<file path="src/acst_pkg.sv">
// ----------------------------------------------------------------------------
// acst_pkg
// Shared constants for the AC-line synchronized TRIAC heater and motor
// controller: event codes, phase sequencer steps and timer reload values.
// ----------------------------------------------------------------------------
package acst_pkg;

    // Timing and window constants.
    localparam int WINDOW_PERIODS   = 16;
    localparam int GATE_PULSE_TICKS = 4;
    localparam int QUARTER_TICKS    = 40;
    localparam int IGNORE_TICKS     = 120;
    localparam int LOST_TICKS       = 200;

    // Field widths.
    localparam int OP_W       = 2;
    localparam int DIR_W      = 2;
    localparam int STEP_W     = 4;
    localparam int BYTE_W     = 8;
    localparam int POS_W      = 16;
    localparam int CFG_IDX_W  = 1;
    localparam int IN_DATA_W  = 8;
    localparam int OUT_DATA_W = 40;
    localparam int OUT_USED_W = 34;

    // Event codes carried in the input transaction's tuser.
    localparam logic [OP_W-1:0] OP_ZERO_CROSS = 2'd0;
    localparam logic [OP_W-1:0] OP_TIMER      = 2'd1;
    localparam logic [OP_W-1:0] OP_DIR_REQ    = 2'd2;

    // Roll direction codes.
    localparam logic [DIR_W-1:0] DIR_STOP    = 2'd0;
    localparam logic [DIR_W-1:0] DIR_FORWARD = 2'd1;
    localparam logic [DIR_W-1:0] DIR_REVERSE = 2'd2;

    // Configuration register indexes.
    localparam logic [CFG_IDX_W-1:0] CFG_HEATER_DUTY  = 1'd0;
    localparam logic [CFG_IDX_W-1:0] CFG_CYCLE_TARGET = 1'd1;

    // Phase sequencer steps. Steps above STEP_LOST are the free-running
    // error range; the counter saturates at STEP_ERROR.
    localparam logic [STEP_W-1:0] STEP_GATE    = 4'd0;
    localparam logic [STEP_W-1:0] STEP_QUARTER = 4'd1;
    localparam logic [STEP_W-1:0] STEP_IGNORE  = 4'd2;
    localparam logic [STEP_W-1:0] STEP_LOST    = 4'd3;
    localparam logic [STEP_W-1:0] STEP_SYNC_LOST_MIN = 4'd4;
    localparam logic [STEP_W-1:0] STEP_ERROR   = 4'd15;

    // Reload values for an 8-bit up counter that overflows after N ticks.
    localparam logic [BYTE_W-1:0] RELOAD_GATE =
        BYTE_W'((256 - (GATE_PULSE_TICKS & 255)) & 255);
    localparam logic [BYTE_W-1:0] RELOAD_QUARTER =
        BYTE_W'((256 - ((QUARTER_TICKS - GATE_PULSE_TICKS) & 255)) & 255);
    localparam logic [BYTE_W-1:0] RELOAD_IGNORE =
        BYTE_W'((256 - ((IGNORE_TICKS - QUARTER_TICKS) & 255)) & 255);
    localparam logic [BYTE_W-1:0] RELOAD_LOST =
        BYTE_W'((256 - (LOST_TICKS & 255)) & 255);

    localparam logic [BYTE_W-1:0] WINDOW_LAST = BYTE_W'(WINDOW_PERIODS - 1);
    localparam logic [POS_W-1:0]  POS_RESET   = 16'h8000;

endpackage

</file>
<file path="src/ac_sync_triac_heater_motor_ctrl_top.sv">
// ----------------------------------------------------------------------------
// ac_sync_triac_heater_motor_ctrl_top
// A transaction passes through two registers on its way to the result: the
// input register, then the result register. One transaction per cycle while
// m_axis_tready is high, set by the single combinational update between them.
// Reset: asynchronous, active low; the sequencer starts parked in the error
// step with the zero-cross detector armed and all drives off.
// ----------------------------------------------------------------------------
module ac_sync_triac_heater_motor_ctrl_top
    import acst_pkg::*;
(
    input  logic                  clk,
    input  logic                  rst_n,
    // Input stream
    input  logic                  s_axis_tvalid,
    output logic                  s_axis_tready,
    // tdata: direction[1:0], cycle_request[2], zero fill [7:3]
    input  logic [IN_DATA_W-1:0]  s_axis_tdata,
    // tuser: operation[1:0]
    input  logic [OP_W-1:0]       s_axis_tuser,
    // Result stream
    output logic                  m_axis_tvalid,
    input  logic                  m_axis_tready,
    // tdata: heater_gate[0], motor_forward_drive[1], motor_reverse_drive[2],
    // timer_reload[10:3], comparator_armed[11], sync_lost[12],
    // duty_nonzero[13], heater_ready[14], rotating_forward[15],
    // rotating_reverse[16], roll_position[32:17], cycling[33], zero fill [39:34]
    output logic [OUT_DATA_W-1:0] m_axis_tdata,
    // Configuration write port
    input  logic                  cfg_we,
    input  logic [CFG_IDX_W-1:0]  cfg_index,
    input  logic [BYTE_W-1:0]     cfg_data
);

    // Input stage
    logic              in_valid_reg;
    logic [OP_W-1:0]   op_reg;
    logic [DIR_W-1:0]  dir_reg;
    logic              cyc_req_reg;

    // Result stage
    logic                  out_valid_reg;
    logic [OUT_USED_W-1:0] out_data_reg;
    logic [OUT_USED_W-1:0] out_data_next;

    // Configuration
    logic [BYTE_W-1:0] heater_duty_reg;
    logic [BYTE_W-1:0] cycle_target_reg;

    // Controller state
    logic [STEP_W-1:0] phase_step_reg,   phase_step_next;
    logic              half_toggle_reg,  half_toggle_next;
    logic [BYTE_W-1:0] window_count_reg, window_count_next;
    logic [BYTE_W-1:0] latched_duty_reg, latched_duty_next;
    logic [DIR_W-1:0]  roll_dir_reg,     roll_dir_next;
    logic              cycle_active_reg, cycle_active_next;
    logic [DIR_W-1:0]  applied_dir_reg,  applied_dir_next;
    logic [POS_W-1:0]  position_reg,     position_next;
    logic [POS_W-1:0]  upper_turn_reg,   upper_turn_next;
    logic [POS_W-1:0]  lower_turn_reg,   lower_turn_next;
    logic [BYTE_W-1:0] reversal_cnt_reg, reversal_cnt_next;
    logic              ready_flag_reg,   ready_flag_next;
    logic              gate_reg,         gate_next;
    logic              fwd_reg,          fwd_next;
    logic              rev_reg,          rev_next;
    logic              armed_reg,        armed_next;
    logic [BYTE_W-1:0] reload_reg,       reload_next;
    logic              rot_fwd_reg,      rot_fwd_next;
    logic              rot_rev_reg,      rot_rev_next;

    logic advance;
    logic full_period;

    // The input register moves on whenever the result register is free or
    // being emptied in the same cycle.
    assign advance       = in_valid_reg && (!out_valid_reg || m_axis_tready);
    assign s_axis_tready = !in_valid_reg || advance;
    assign m_axis_tvalid = out_valid_reg;
    assign m_axis_tdata  = {{(OUT_DATA_W - OUT_USED_W){1'b0}}, out_data_reg};

    // A full line period completes at the quarter point of every second
    // half period.
    assign full_period = (op_reg == OP_TIMER) && half_toggle_reg &&
                         (phase_step_reg == STEP_QUARTER);

    // Phase sequencer next step.
    always_comb
    begin
        phase_step_next = phase_step_reg;
        if (op_reg == OP_ZERO_CROSS)
        begin
            if (armed_reg)
            begin
                phase_step_next = STEP_GATE;
            end
        end
        else if (op_reg == OP_TIMER)
        begin
            if (phase_step_reg != STEP_ERROR)
            begin
                phase_step_next = phase_step_reg + 1'b1;
            end
        end
    end

    // Drives, heater window and roll motion.
    always_comb
    begin
        half_toggle_next  = half_toggle_reg;
        window_count_next = window_count_reg;
        latched_duty_next = latched_duty_reg;
        roll_dir_next     = roll_dir_reg;
        cycle_active_next = cycle_active_reg;
        applied_dir_next  = applied_dir_reg;
        position_next     = position_reg;
        upper_turn_next   = upper_turn_reg;
        lower_turn_next   = lower_turn_reg;
        reversal_cnt_next = reversal_cnt_reg;
        ready_flag_next   = ready_flag_reg;
        gate_next         = gate_reg;
        fwd_next          = fwd_reg;
        rev_next          = rev_reg;
        armed_next        = armed_reg;
        reload_next       = reload_reg;
        rot_fwd_next      = rot_fwd_reg;
        rot_rev_next      = rot_rev_reg;

        unique case (op_reg)
            OP_ZERO_CROSS:
            begin
                // A crossing while disarmed is ignored.
                if (armed_reg)
                begin
                    armed_next       = 1'b0;
                    if (window_count_reg < latched_duty_reg)
                    begin
                        gate_next = 1'b1;
                    end
                    reload_next      = RELOAD_GATE;
                    half_toggle_next = !half_toggle_reg;
                end
            end
            OP_TIMER:
            begin
                unique case (phase_step_reg)
                    STEP_GATE:
                    begin
                        gate_next   = 1'b0;
                        reload_next = RELOAD_QUARTER;
                    end
                    STEP_QUARTER:
                    begin
                        reload_next = RELOAD_IGNORE;
                    end
                    STEP_IGNORE:
                    begin
                        reload_next = RELOAD_LOST;
                        armed_next  = 1'b1;
                    end
                    STEP_LOST:
                    begin
                        // Sync lost: everything off, timer free-runs.
                        gate_next         = 1'b0;
                        fwd_next          = 1'b0;
                        rev_next          = 1'b0;
                        window_count_next = '0;
                        reload_next       = '0;
                    end
                    default:
                    begin
                        reload_next = '0;
                    end
                endcase

                if (full_period)
                begin
                    fwd_next = 1'b0;
                    rev_next = 1'b0;
                    if (applied_dir_reg != roll_dir_reg)
                    begin
                        // Direction change: one dead period with no drive.
                        applied_dir_next = roll_dir_reg;
                    end
                    else
                    begin
                        fwd_next = roll_dir_reg[0];
                        rev_next = !roll_dir_reg[0] && roll_dir_reg[1];
                        if (roll_dir_reg == DIR_FORWARD)
                        begin
                            position_next = position_reg + 1'b1;
                            if (cycle_active_reg && (position_next >= upper_turn_reg))
                            begin
                                if (reversal_cnt_reg >= cycle_target_reg)
                                begin
                                    cycle_active_next = 1'b0;
                                end
                                else
                                begin
                                    reversal_cnt_next = reversal_cnt_reg + 1'b1;
                                    roll_dir_next     = DIR_REVERSE;
                                end
                            end
                        end
                        else if (roll_dir_reg == DIR_REVERSE)
                        begin
                            position_next = position_reg - 1'b1;
                            if (cycle_active_reg && (position_next <= lower_turn_reg))
                            begin
                                if (reversal_cnt_reg >= cycle_target_reg)
                                begin
                                    cycle_active_next = 1'b0;
                                end
                                else
                                begin
                                    reversal_cnt_next = reversal_cnt_reg + 1'b1;
                                    roll_dir_next     = DIR_FORWARD;
                                end
                            end
                        end
                        rot_fwd_next = roll_dir_next[0];
                        rot_rev_next = !roll_dir_next[0] && roll_dir_next[1];
                    end

                    // Burst-fire window; the new duty takes effect per window.
                    if (window_count_reg == WINDOW_LAST)
                    begin
                        window_count_next = '0;
                        latched_duty_next = heater_duty_reg;
                        ready_flag_next   = 1'b1;
                    end
                    else
                    begin
                        window_count_next = window_count_reg + 1'b1;
                    end
                end
            end
            OP_DIR_REQ:
            begin
                if (!cycle_active_reg)
                begin
                    roll_dir_next = dir_reg;
                end
                // The turn point is captured even while cycling.
                if (dir_reg[0])
                begin
                    lower_turn_next = position_reg;
                end
                else if (dir_reg[1])
                begin
                    upper_turn_next = position_reg;
                end
                if (cyc_req_reg && !cycle_active_reg &&
                    ((roll_dir_next == DIR_FORWARD) || (roll_dir_next == DIR_REVERSE)))
                begin
                    cycle_active_next = 1'b1;
                    reversal_cnt_next = '0;
                end
            end
            default:
            begin
                // Unused code: the current state is reported unchanged.
            end
        endcase
    end

    // Result fields, packed from the highest bit down.
    assign out_data_next = {
        cycle_active_next,
        position_next,
        rot_rev_next,
        rot_fwd_next,
        ready_flag_next,
        (heater_duty_reg != '0),
        (phase_step_next >= STEP_SYNC_LOST_MIN),
        armed_next,
        reload_next,
        rev_next,
        fwd_next,
        gate_next
    };

    always_ff @(posedge clk or negedge rst_n)
    begin
        if (!rst_n)
        begin
            in_valid_reg     <= 1'b0;
            out_valid_reg    <= 1'b0;
            heater_duty_reg  <= '0;
            cycle_target_reg <= '0;
            phase_step_reg   <= STEP_ERROR;
            half_toggle_reg  <= 1'b0;
            window_count_reg <= '0;
            latched_duty_reg <= '0;
            roll_dir_reg     <= DIR_STOP;
            cycle_active_reg <= 1'b0;
            applied_dir_reg  <= DIR_STOP;
            position_reg     <= POS_RESET;
            upper_turn_reg   <= '0;
            lower_turn_reg   <= '0;
            reversal_cnt_reg <= '0;
            ready_flag_reg   <= 1'b0;
            gate_reg         <= 1'b0;
            fwd_reg          <= 1'b0;
            rev_reg          <= 1'b0;
            armed_reg        <= 1'b1;
            reload_reg       <= '0;
            rot_fwd_reg      <= 1'b0;
            rot_rev_reg      <= 1'b0;
        end
        else
        begin
            if (s_axis_tready)
            begin
                in_valid_reg <= s_axis_tvalid;
            end

            if (advance)
            begin
                out_valid_reg <= 1'b1;
            end
            else if (m_axis_tready)
            begin
                out_valid_reg <= 1'b0;
            end

            if (advance)
            begin
                phase_step_reg   <= phase_step_next;
                half_toggle_reg  <= half_toggle_next;
                window_count_reg <= window_count_next;
                latched_duty_reg <= latched_duty_next;
                roll_dir_reg     <= roll_dir_next;
                cycle_active_reg <= cycle_active_next;
                applied_dir_reg  <= applied_dir_next;
                position_reg     <= position_next;
                upper_turn_reg   <= upper_turn_next;
                lower_turn_reg   <= lower_turn_next;
                reversal_cnt_reg <= reversal_cnt_next;
                ready_flag_reg   <= ready_flag_next;
                gate_reg         <= gate_next;
                fwd_reg          <= fwd_next;
                rev_reg          <= rev_next;
                armed_reg        <= armed_next;
                reload_reg       <= reload_next;
                rot_fwd_reg      <= rot_fwd_next;
                rot_rev_reg      <= rot_rev_next;
            end

            // Write only while idle (unenforced); duty writes clear ready flag.
            if (cfg_we)
            begin
                unique case (cfg_index)
                    CFG_HEATER_DUTY:
                    begin
                        heater_duty_reg <= cfg_data;
                        ready_flag_reg  <= 1'b0;
                    end
                    CFG_CYCLE_TARGET:
                    begin
                        cycle_target_reg <= cfg_data;
                    end
                    default:
                    begin
                    end
                endcase
            end
        end
    end

    // Payload registers carry no reset.
    always_ff @(posedge clk)
    begin
        if (s_axis_tready && s_axis_tvalid)
        begin
            op_reg      <= s_axis_tuser;
            dir_reg     <= s_axis_tdata[DIR_W-1:0];
            cyc_req_reg <= s_axis_tdata[DIR_W];
        end
        if (advance)
        begin
            out_data_reg <= out_data_next;
        end
    end

endmodule
</file>
<file path="config.mk">
export PLATFORM = sky130hd
export DESIGN_NAME = ac_sync_triac_heater_motor_ctrl_top
export DESIGN_NICKNAME = d
export VERILOG_FILES = /design/src/acst_pkg.sv /design/src/ac_sync_triac_heater_motor_ctrl_top.sv
export SDC_FILE = /design/constraint.sdc
export NUM_CORES = 1
export LEC_CHECK = 0
export ABC_AREA = 1
export BUFFER_PORTS_ARGS = -buffer_cell sky130_fd_sc_hd__buf_2
export CAP_MARGIN = 20
export CELL_PAD_IN_SITES_DETAIL_PLACEMENT = 1
export CELL_PAD_IN_SITES_GLOBAL_PLACEMENT = 1
export CORE_UTILIZATION = 30
export DETAILED_ROUTE_END_ITERATION = 10
export PLACE_DENSITY = 0.53
export SLEW_MARGIN = 20
export SYNTH_ARGS = -nofsm -noshare
export SYNTH_HDL_FRONTEND = slang
export SYNTH_SLANG_ARGS = --single-unit
export TNS_END_PERCENT = 20
</file>
<file path="constraint.sdc">
create_clock -name clk -period 3.25 [get_ports clk]
set_input_delay 0.65 -clock clk [delete_from_list [all_inputs] [get_ports clk]]
set_output_delay 0.65 -clock clk [all_outputs]
set_load 0.1 [all_outputs]
</file>
* After elaboration in Yosys (flattened, before gate mapping) *
Cells that the tools add are included.

storage, ports and cells
  bits in registers = 154
  input bits = 24
  word-level logic and storage cells = 168

cells by class
  $add $sub $neg = 5
  magnitude comparators = 5
  equality and inequality tests = 18
  mux-type cells = 75
  bitwise logic cells = 2
  reduce and logical (&&, ||, !) cells = 36

operators with widths
  kind                     number
  $mux W8                  12
  $mux W16                 5
  $mux W1                  34
  $pmux W8 S2              2
  $mux W2                  13
  $pmux W8 S3              1
  $add A16 B1 Y16 const B  1
  $add A8 B1 Y8 const B    2
  $ge A16 B16 Y1           1
  $le A16 B16 Y1           1
  $mux W4                  4
  $reduce_and A4 Y1        4
  $sub A16 B1 Y16 const B  1
  $logic_and A1 B1 Y1      10
  $reduce_and A3 Y1        3
  $eq A4 B2 Y1 const B     2
  $eq A8 B4 Y1 const B     1
  $ge A8 B8 Y1             1
  $lt A8 B8 Y1             1
  $reduce_and A8 Y1        1
  $reduce_bool A8 Y1       1
  $eq A2 B1 Y1 const B     3
  $eq A2 B2 Y1 const B     3
  $logic_not A1 Y1         6
  17 further kinds         28

* Logic depth before layout (Yosys ltp) *
Gate-level depths: netlist (run 1).

  depth in word-level cells = 14
  depth in mapped cells = 23
  mapped depth without buffers = 23

* Worst setup path after synthesis (run 1) *
OpenSTA, ideal clock, no wires.

  kind = register -> register
  start = reg position_reg[0]
  end = reg reversal_cnt_reg[6]
  library setup time = 0.118 ns
  arrival = 2.782 ns
  path slack = 0.351 ns
  stages on the path, launching flop included = 21
  buffers on the path = 1
  cell sequence = dfrtp_1 ha_1 nand3_1 nor2_1 nand2_1 nor2_2 nand3_1 nor2_1 nand3_1 and2_1 ha_1 nand2_1 nor3_1 nand2_1 nand2_1 nand2_1 nand3_1 nand4_4 buf_6 nand2_1 o21ai_2

between the ends
  cells in the longest elaborated chain, start to end = 5
  elaborated cells on any way between the ends = 9

RTL lines
  element                                                 RTL line                                                                                text
  from (decl)                                             ac_sync_triac_heater_motor_ctrl_top.sv:58                                               logic [POS_W-1:0] position_reg, position_next;
  from (signal assigned)                                  ac_sync_triac_heater_motor_ctrl_top.sv:335                                              position_reg <= position_next;
  $add A16 B1 Y16 or $sub A16 B1 Y16 (tied branches)      ac_sync_triac_heater_motor_ctrl_top.sv:190, ac_sync_triac_heater_motor_ctrl_top.sv:206
  $ge A16 B16 Y1 or $le A16 B16 Y1 (tied branches)        ac_sync_triac_heater_motor_ctrl_top.sv:191, ac_sync_triac_heater_motor_ctrl_top.sv:207
  $logic_and A1 B1 Y1 (on tied branches)                  ac_sync_triac_heater_motor_ctrl_top.sv:191, ac_sync_triac_heater_motor_ctrl_top.sv:207
  $ne A3 B2 Y1 (no line) or $ne A3 B1 Y1 (tied branches)  --
  $reduce_and A8 Y1 (no line) (*)                         --
  to (signal assigned)                                    ac_sync_triac_heater_motor_ctrl_top.sv:338                                              reversal_cnt_reg <= reversal_cnt_next;
  to (decl)                                               ac_sync_triac_heater_motor_ctrl_top.sv:61                                               logic [BYTE_W-1:0] reversal_cnt_reg, reversal_cnt_next;

Every way passes the cells marked *; elsewhere a longest branch is shown, timed or not.
A chain may end at the register's enable or synchronous reset.

* Worst setup path in the final report (run 1) *
  start = reg position_reg[2]
  end = reg out_data_reg[15], data pin

between the ends
  cells in the longest elaborated chain, start to end = 12
  elaborated cells on any way between the ends = 16

RTL lines
  element                RTL line                                    text
  $sub A16 B1 Y16        ac_sync_triac_heater_motor_ctrl_top.sv:206  position_next = position_reg - 1'b1;
  $le A16 B16 Y1         ac_sync_triac_heater_motor_ctrl_top.sv:207  if (cycle_active_reg && (position_next <= lower_turn_reg))
  $logic_and A1 B1 Y1    ac_sync_triac_heater_motor_ctrl_top.sv:207
  $mux W2                ac_sync_triac_heater_motor_ctrl_top.sv:207
  $mux W2                ac_sync_triac_heater_motor_ctrl_top.sv:204  else if (roll_dir_reg == DIR_REVERSE)
  $mux W2 (*)            ac_sync_triac_heater_motor_ctrl_top.sv:188  if (roll_dir_reg == DIR_FORWARD)
  $mux W2 (*)            ac_sync_triac_heater_motor_ctrl_top.sv:179  if (applied_dir_reg != roll_dir_reg)
  $mux W2 (*)            ac_sync_triac_heater_motor_ctrl_top.sv:175  if (full_period)
  $mux W2 (*)            ac_sync_triac_heater_motor_ctrl_top.sv:128  unique case (op_reg)
  $mux W1 (*)            ac_sync_triac_heater_motor_ctrl_top.sv:179
  $mux W1 (*)            ac_sync_triac_heater_motor_ctrl_top.sv:175
  $mux W1 (*)            ac_sync_triac_heater_motor_ctrl_top.sv:128
  via out_data_next[15]  ac_sync_triac_heater_motor_ctrl_top.sv:44   logic [OUT_USED_W-1:0] out_data_next;
  to (signal assigned)   ac_sync_triac_heater_motor_ctrl_top.sv:381  out_data_reg <= out_data_next;
  to (decl)              ac_sync_triac_heater_motor_ctrl_top.sv:43   logic [OUT_USED_W-1:0] out_data_reg;

Mark *: on every way through the listed nets, which the timed path passes. The rest lies on a longest branch. The select of a mux whose other input is x is not followed.

==> results of run 1 <==
layout make-up:
cell class                 instances  share of cell area [%]
clock buffer                      23                    4.58
inverter                         154                    5.52
timing repair buffer             109                    6.94
clock inverter                     9                   0.860
sequential                       154                    38.7
tap                              384                    4.59
multi-input combinational        701                    38.8
layer usage:
metal	global-route usage [%]	wire [µm]	vias up
li1	-	-	3573
met1	21.1	11000	3453
met4	6.06	440	0
met5	0	0	-
met3	2.86	424	23
met2	28.6	11400	60
Yosys cell counts (7+ instances only):
cell / n / area, µm²
sky130_fd_sc_hd__a21oi_1: 44 / 220
sky130_fd_sc_hd__buf_2: 7 / 35.0
sky130_fd_sc_hd__buf_4: 9 / 67.6
sky130_fd_sc_hd__clkbuf_1: 19 / 71.3
sky130_fd_sc_hd__dfrtp_1: 109 / 2730
sky130_fd_sc_hd__edfxtp_1: 39 / 1170
sky130_fd_sc_hd__ha_1: 58 / 726
sky130_fd_sc_hd__inv_1: 144 / 541
sky130_fd_sc_hd__nand2_1: 253 / 950
sky130_fd_sc_hd__nand3_1: 32 / 160
sky130_fd_sc_hd__nand4_1: 16 / 100
sky130_fd_sc_hd__nor2_1: 65 / 244
sky130_fd_sc_hd__nor2_2: 7 / 43.8
sky130_fd_sc_hd__o21ai_0: 103 / 515
sky130_fd_sc_hd__o21ai_1: 8 / 40.0
sky130_fd_sc_hd__o21ai_2: 11 / 96.3
sky130_fd_sc_hd__o22ai_1: 12 / 75.1
sky130_fd_sc_hd__xor2_1: 24 / 210
stage by stage:
stage	utilization, %	hold slack [ps]
after floorplan	-	354
after global placement	33.8	462
after detailed placement	33.8	474
after CTS	35.8	340
after global routing	36.5	330
final	36.5	281
power by group:
group	total, W	leakage (nW)	switching, W	internal (W)
registers	0.00296	1.87	0.000393	0.00257
logic	0.00597	2.74	0.00388	0.00208
clock network	0.00198	0.262	0.000858	0.00112
what timing repair did:
| action | 4_1_cts | 5_1_grt |
|---|---|---|
| endpoints found under the setup margin | 4 | 16 |
| resized for setup | 2 | 41 |
| buffers inserted | 0 | 5 |
| pin swaps | 0 | 26 |
cells by family after synthesis:
family	Yosys count	synth area share, %
mux	1	0.129
buf+inv	194	9.02
other cells	1	0.0429
compound gates	203	13.2
xor+xnor	27	2.71
fa+ha+maj	58	8.31
simple gates	406	20.1
flops	154	46.4
worst paths after layout:
check	slack (ps)	cells after the start	endpoint
setup / recovery	170	17	out_data_reg[15]
hold / removal	280	2	heater_duty_reg[2]
setup reg to reg	170	17	out_data_reg[15]
hold reg to reg	480	2	latched_duty_reg[4]
max in group asynchronous	2400	2	position_reg[3]
min in group clk	380	1	dir_reg[1]
worst register-to-register path: stages, from the launching register on:
cell,delay [ps]
sky130_fd_sc_hd__dfrtp_1,500
sky130_fd_sc_hd__nand3_4,130
sky130_fd_sc_hd__nor3_4,240
sky130_fd_sc_hd__nand2_2,110
sky130_fd_sc_hd__nor2_4,190
sky130_fd_sc_hd__nand4_1,90
sky130_fd_sc_hd__and2_1,190
sky130_fd_sc_hd__ha_1,320
sky130_fd_sc_hd__nand2_1,60
sky130_fd_sc_hd__o21ai_0,280
sky130_fd_sc_hd__a21oi_1,130
sky130_fd_sc_hd__nand2_2,130
sky130_fd_sc_hd__nand3_2,90
sky130_fd_sc_hd__nand2_1,80
sky130_fd_sc_hd__nand2_1,60
sky130_fd_sc_hd__nand2_2,100
sky130_fd_sc_hd__nand2_2,60
sky130_fd_sc_hd__o21a_1,110
==> run summary, run 1 <==
Tracing the worst setup path back leads to its startpoint at position_reg[2]. The length of the first detailed-routing pass in iterations came out at 4. The y dimension of the die came out at 173 µm. The commonest non-fill, non-tap cell in the layout is sky130_fd_sc_hd__nand2_1. The slowest stage of the critical path is the sky130_fd_sc_hd__dfrtp_1 cell. The floorplan step defined a die boundary enclosing 0.0298 mm². The top cell types in the final layout, fill and taps aside, are 243 x sky130_fd_sc_hd__nand2_1, 143 x sky130_fd_sc_hd__inv_1, 108 x sky130_fd_sc_hd__dfrtp_1, 100 x sky130_fd_sc_hd__o21ai_0, 59 x sky130_fd_sc_hd__nor2_1.

The vias per cell is 4.63. The number of port buffers is 54. The HPWL after detailed placement came out at 16,700 µm. The largest single stage delay on the critical path is 500 ps. The count of mapped cells out of synthesis came out at 1,044. The non-filler instance count after layout is 1,534. The final sum of negative setup slack is 0 ps. The H-tree depth came out at 4. The peak fanout along the critical path is 5. The Yosys step of the flow raised 0 warnings.

The starting density of the core came out at 30.4%. The transition at the pin with the smallest max-transition slack came out at 987 ps. For this block, the routed nets add up to 23,300 µm of wire.

The highest clock rate is 0.325 GHz. The storage element area is 0.00406 mm². The routed layout has 7,109 vias. In this run, synthesis produced a sequential element count of 154.

The ratio of cells with drive above 1 in the final layout is 19.3%. The tightest slew margin relative to the limit came out at 34.0%. The buffering stage count on the worst path with inverters included is 0. The number of fillers in the final layout came out at 3,428. The endpoint kind of the worst setup timing path is a register. The power density over the cells came out at 1040 mW/mm². The total overflow left after global routing is 0. The post-layout total power came out at 0.0109 W. The worst-skew pair later-pin latency is 450 ps. The maximum VDD drop came out at 0.000506 V. The total number of placement rows came out at 62. In this run the count of I/O pins placed on the die edge is 66. After detailed routing, the number of remaining DRC violations is 0. The worst slack after detailed placement came out at -21.9 ps. The placed cell count is 1,497. The standard cell area after detailed placement came out at 0.00971 mm². Buffers inserted during clock tree synthesis total 17. The final worst setup slack came out at 175 ps. The cell area after layout is 0.0105 mm².

The worst hold path belongs to the class in2async. The clock period minus final worst setup slack came out at 3080 ps. The hold violation total from the final report is 0.

The number of nets with antenna violations after routing came out at 0. The flip-flop count of the largest register, all copies and words added is 34. The startpoint identified for the worst register-to-register timing path is position_reg[2]. The cts-stage hold buffer count is 0. Clock tree synthesis selected as its root buffer the cell sky130_fd_sc_hd__clkbuf_16. The number of nets in the final layout is 1,219.

Setup repair after global routing could not meet its margin everywhere. The final RePlAce weighted congestion is 0.784. The area of the mapped netlist is 0.00874 mm².

Of the synthesized area, sequential elements account for 46.4%. The kind of cell with the highest combined delay along the critical path is simple AND/OR/NAND/NOR gates. TritonCTS built the clock tree.

The async set-or-reset flop fraction in the synthesized netlist is 74.7%. The number of distinct library cell variants in the gate-level netlist after synthesis came out at 51. The placeable core region came out at 0.0287 mm². The cell seen most often among critical-path stages is sky130_fd_sc_hd__nand2_2. In the final routed layout, each cell accounts on average for 15.2 µm. The total routing usage reported by global routing came out at 16.7%. The chip width is 173 µm. The area added between synthesis and finish came out at 19.9%. The number of DRC markers after the initial detailed-route iteration came out at 256. The antenna diode count came out at 0. Across the run, the number of max-cap violations was 0. The global-route wire length before repair came out at 39,200 µm. The initial antenna violation count is 0. The number of buffers between clock root and the deepest sink came out at 2. STA classifies the critical path startpoint as a register. The dominant synthesized flop cell is sky130_fd_sc_hd__dfrtp_1. The number of global-route vias before repair came out at 7,434. The critical path required time came out at 3460 ps. Entering global routing, the biggest net connects 116 pins. The arrival time of the worst setup path came out at 3280 ps. The fraction of the cycle the final worst path needs came out at 94.6%.

The multi-input logic area came out at 0.00406 mm². The count of flip-flops with a built-in enable after synthesis is 39. The clock net sink count came out at 154. The setup path with the least slack is of type reg2reg. The number of setup violations in the final report came out at 0. The flow ran to the end, and the final reports show no timing, DRC or antenna violations. Traced cell by cell, the critical path runs through nand3_4 > nor3_4 > nand2_2 > nor2_4 > nand4_1 > and2_1 > ha_1 > nand2_1 > o21ai_0 > a21oi_1 > nand2_2 > nand3_2 > nand2_1 > nand2_1 > nand2_2 > nand2_2 > o21a_1. The worst-case clock skew is 15.0 ps. The average instance in the mapped netlist occupies 8.37 µm². The static leakage came out at 4.87 nW. The number of slew-limit violations in the final report is 0. The clock transition at the registers of the reported paths came out at 70 ps.
(Power assumes the default switching activity.)
==> run 2: changes to the inputs <==
--- a/config.mk
+++ b/config.mk
@@ -5,14 +5,15 @@
 export SDC_FILE = /design/constraint.sdc
 export NUM_CORES = 1
 export LEC_CHECK = 0
-export ABC_AREA = 1
 export BUFFER_PORTS_ARGS = -buffer_cell sky130_fd_sc_hd__buf_2
 export CAP_MARGIN = 20
 export CELL_PAD_IN_SITES_DETAIL_PLACEMENT = 1
 export CELL_PAD_IN_SITES_GLOBAL_PLACEMENT = 1
 export CORE_UTILIZATION = 30
 export DETAILED_ROUTE_END_ITERATION = 10
-export PLACE_DENSITY = 0.53
+export GPL_ROUTABILITY_DRIVEN = 0
+export GPL_TIMING_DRIVEN = 0
+export PLACE_DENSITY = 0.52
 export SLEW_MARGIN = 20
 export SYNTH_ARGS = -nofsm -noshare
 export SYNTH_HDL_FRONTEND = slang
==> run summary, run 2 <==
The run finished, with violations left. The checks that failed: negative setup slack. The share of the synthesized area in the top cell type was 31.1% (-0.089 points). Sorting the synthesized cells by area gives the leading types as sky130_fd_sc_hd__dfrtp_1 31%, sky130_fd_sc_hd__edfxtp_1 13%, sky130_fd_sc_hd__ha_1 8.3%. Sorting the synthesized cells by how often they occur yields 109 x sky130_fd_sc_hd__dfrtp_1, 97 x sky130_fd_sc_hd__nand2_1, 60 x sky130_fd_sc_hd__inv_1. The vias per cell came out at 4.95 (+6.8%). The chip width is 173 µm (+0.14%). The critical path required time is 3620 ps (+160 ps). The number of nets in the final layout came out at 1,062 (-13%). The total number of placement rows is 62 (unchanged). The peak fanout along the critical path is 8 (+3). Leaving out fill and tap cells, the most frequent cells in the layout are 108 x sky130_fd_sc_hd__dfrtp_1, 94 x sky130_fd_sc_hd__nand2_1, 59 x sky130_fd_sc_hd__inv_1, 57 x sky130_fd_sc_hd__ha_1, 56 x sky130_fd_sc_hd__nor2_1. The H-tree depth is 4 (unchanged). The clock net sink count is 154 (unchanged). The overflow left after global routing came out at 0 (unchanged). The area of the mapped netlist came to 0.00876 mm² (+0.29%). The worst hold path belongs to the class in2async. The family with the most delay on the worst path is simple AND/OR/NAND/NOR gates.

The largest net degree at the start of global routing was 67 (-42%). The multi-input logic area came out at 0.00448 mm² (+10%). The starting density of the core came out at 30.5% (+0.087 points). The number of nets with antenna violations after routing is 0 (unchanged).

The buffering stage count on the worst path with inverters included is 4 (+4). The highest clock rate came to 0.254 GHz (-22%). The count of pins on the block boundary is 66 (unchanged).

STA classifies the critical path startpoint as a register. The static leakage was 4.75 nW (-2.5%). The register bit total from synthesis came out at 154 (unchanged).

By startpoint and endpoint, the worst setup path is classified as reg2reg. Among all cell types in the netlist, the one instantiated most often is sky130_fd_sc_hd__dfrtp_1. The length of the first detailed-routing pass in iterations is 4 (unchanged). The count of mapped cells out of synthesis is 875 (-16%). The area enclosed by the die boundary came to 0.0299 mm² (+0.28%). The number of DRC markers after the initial detailed-route iteration is 242 (-5.5%). The ratio of cells with drive above 1 in the final layout is 22.9% (+3.6 points). The total routing usage reported by global routing is 18.0% (+1.3 points). The max-capacitance violation count came out at 0 (unchanged). The standard cell area after detailed placement came to 0.00964 mm² (-0.75%). The number of remaining DRC errors came out at 0 (unchanged).

The flip-flop count of the largest register, all copies and words added was 34 (unchanged). The delay of the slowest cell on the worst path came out at 550 ps (+50 ps). The worst slack after detailed placement is -1460 ps (-1440 ps). The async set-or-reset flop fraction in the synthesized netlist was 74.7% (unchanged).

The dominant synthesized flop cell is sky130_fd_sc_hd__dfrtp_1. The clock period minus final worst setup slack is 3940 ps (+861 ps). The final routed wire length divided by cell count was 18.7 µm (+23%). On the critical path, the stage with the largest delay is an instance of sky130_fd_sc_hd__or4_4. The number of vias after detailed routing came out at 6,817 (-4.1%). The sum of routed wire length over all layers is 25,700 µm (+10%).

The hold violation total from the final report came out at 0 (unchanged). The placeable core region is 0.0287 mm² (unchanged). The antenna diode count came out at 0 (unchanged). The area added between synthesis and finish came out at 21.7%.

The final worst setup slack is -687 ps (-861 ps). The y dimension of the die is 173 µm (+0.14%). The cell area after layout came out at 0.0107 mm² (+1.8%). The HPWL after detailed placement is 18,300 µm (+9.6%). The power density over the cells is 656 mW/mm² (-37%).

The number of warnings printed during yosys synthesis came out at 0 (unchanged). The arrival time of the worst setup path came out at 4310 ps (+1030 ps). The proportion of synthesized chip area in sequential cells came to 46.3% (-0.13 points). The worst-case clock skew is 15.1 ps (+0.0907 ps). The maximum VDD drop came out at 0.000388 V (-23%). The clock transition at the registers of the reported paths came out at 70 ps (about the same). The tightest slew margin relative to the limit is 42.9% (+8.9 points). The worst-skew pair later-pin latency is 440 ps (about the same). The average instance area after synthesis came out at 10.0 µm² (+20%). The number of global-route vias before repair came out at 7,153 (-3.8%).

The count of flip-flops with a built-in enable after synthesis is 39 (unchanged). The number of setup violations in the final report came out at 16 (+16). The number of clock buffers inserted by TritonCTS came out at 17 (unchanged).

The fraction of the cycle the final worst path needs is 121% (+27 points). The library cell occupying the most area in the post-synthesis netlist is sky130_fd_sc_hd__dfrtp_1. The number of port buffers is 54 (unchanged).

The initial antenna violation count is 0 (unchanged). The commonest non-fill, non-tap cell in the layout is sky130_fd_sc_hd__dfrtp_1. TritonCTS built the clock tree. Setup repair after global routing could not meet its margin everywhere. The number of buffers between clock root and the deepest sink came out at 2 (unchanged). The tree is rooted in a sky130_fd_sc_hd__clkbuf_16. The post-layout total power came to 0.00699 W (-36%).

The transition at the pin with the smallest max-transition slack is 856 ps (-131 ps). The final sum of negative setup slack came out at -9000 ps (-9000 ps). The most numerous cell type found on the critical path is sky130_fd_sc_hd__buf_6. The number of fillers in the final layout is 3,269 (-4.6%). The critical path goes through buf_6 > or4_4 > nor4b_4 > buf_4 > nand2_2 > or3_4 > xnor2_2 > ha_1 > nand4_1 > buf_6 > nor4_4 > a21o_1 > a21oi_4 > buf_6 > or4_4 > a21oi_2. The worst setup path is captured at a register. The number of distinct library cell variants in the gate-level netlist after synthesis is 72 (+41%). The global-route wire length before repair is 41,500 µm (+5.8%). The number of slew-limit violations in the final report came to 0 (unchanged).

The storage element area came to 0.00406 mm² (unchanged).
-- run 2: cell count changes after synthesis, sizes merged, moves of 18 or more --
| cell | delta |
|---|---|
| nor2 | -18 |
| mux2 | +51 |
| nand2 | -158 |
| o21ai | -76 |
| xnor2 | +27 |
| inv | -89 |
-- run 2: stage by stage --
stage	instances	util [%]	hold slack (ps)
2_1_floorplan	880	-	354
3_3_place_gp	1318	33.4	462
3_5_place_dp	1320	33.6	472
4_1_cts	1368	36.6	146
5_1_grt	1377	37.1	154
6_report	1377	37.1	131
-- run 2: layout make-up --
class | count | share of cell area (%)
multi-input cells | 614 | 42.0
flip-flops and latches | 154 | 38.1
repair buffers | 81 | 5.09
well taps | 384 | 4.51
clock buffers | 19 | 4.26
plain buffers | 51 | 2.52
inverters | 61 | 2.15
clock inverters | 13 | 1.37
-- run 2: repair_timing --
item	4_1_cts	5_1_grt
endpoints found under the setup margin	27	25
gates cloned	1	0
gates resized for setup	31	30
buffers inserted	15	9
pin swaps	14	10
hold buffers	0	0
-- run 2: logic make-up after synthesis --
group           count (synthesis)  synth area share (%)
other cells                     1                0.0428
simple gates                  278                  15.8
fa+ha+maj                      58                  8.28
compound gates                167                  12.3
mux                            54                  6.91
xor+xnor                       51                  5.10
flops                         154                  46.3
buf+inv                       112                  5.24
-- run 2: power breakdown --
group / total, W / internal, W / switching, W / leakage, nW
combinational: 0.00249 / 0.000897 / 0.00159 / 2.63
clock: 0.00209 / 0.00114 / 0.000952 / 0.292
sequential: 0.00242 / 0.00226 / 0.000160 / 1.83
-- run 2: routing by layer --
metal	global-route usage [%]	up-vias	share of wire, %
met5	0	-	0
met4	4.28	0	1.1
met3	3.12	28	3.3
met2	27.6	108	44
met1	26.2	3379	51
li1	-	3302	-
-- run 2: worst paths after layout --
kind,startpoint,end,slack [ps],cells past startpoint
worst min register to register,upper_turn_reg[1],upper_turn_reg[1],480,2
worst max register to register,position_reg[3],reversal_cnt_reg[4],-690,16
worst min-delay path,rst_n,upper_turn_reg[12],130,1
worst max-delay path,position_reg[3],reversal_cnt_reg[4],-690,16
max in group asynchronous,rst_n,phase_step_reg[0],2390,2
min in group clk,s_axis_tuser[1],op_reg[1],380,1
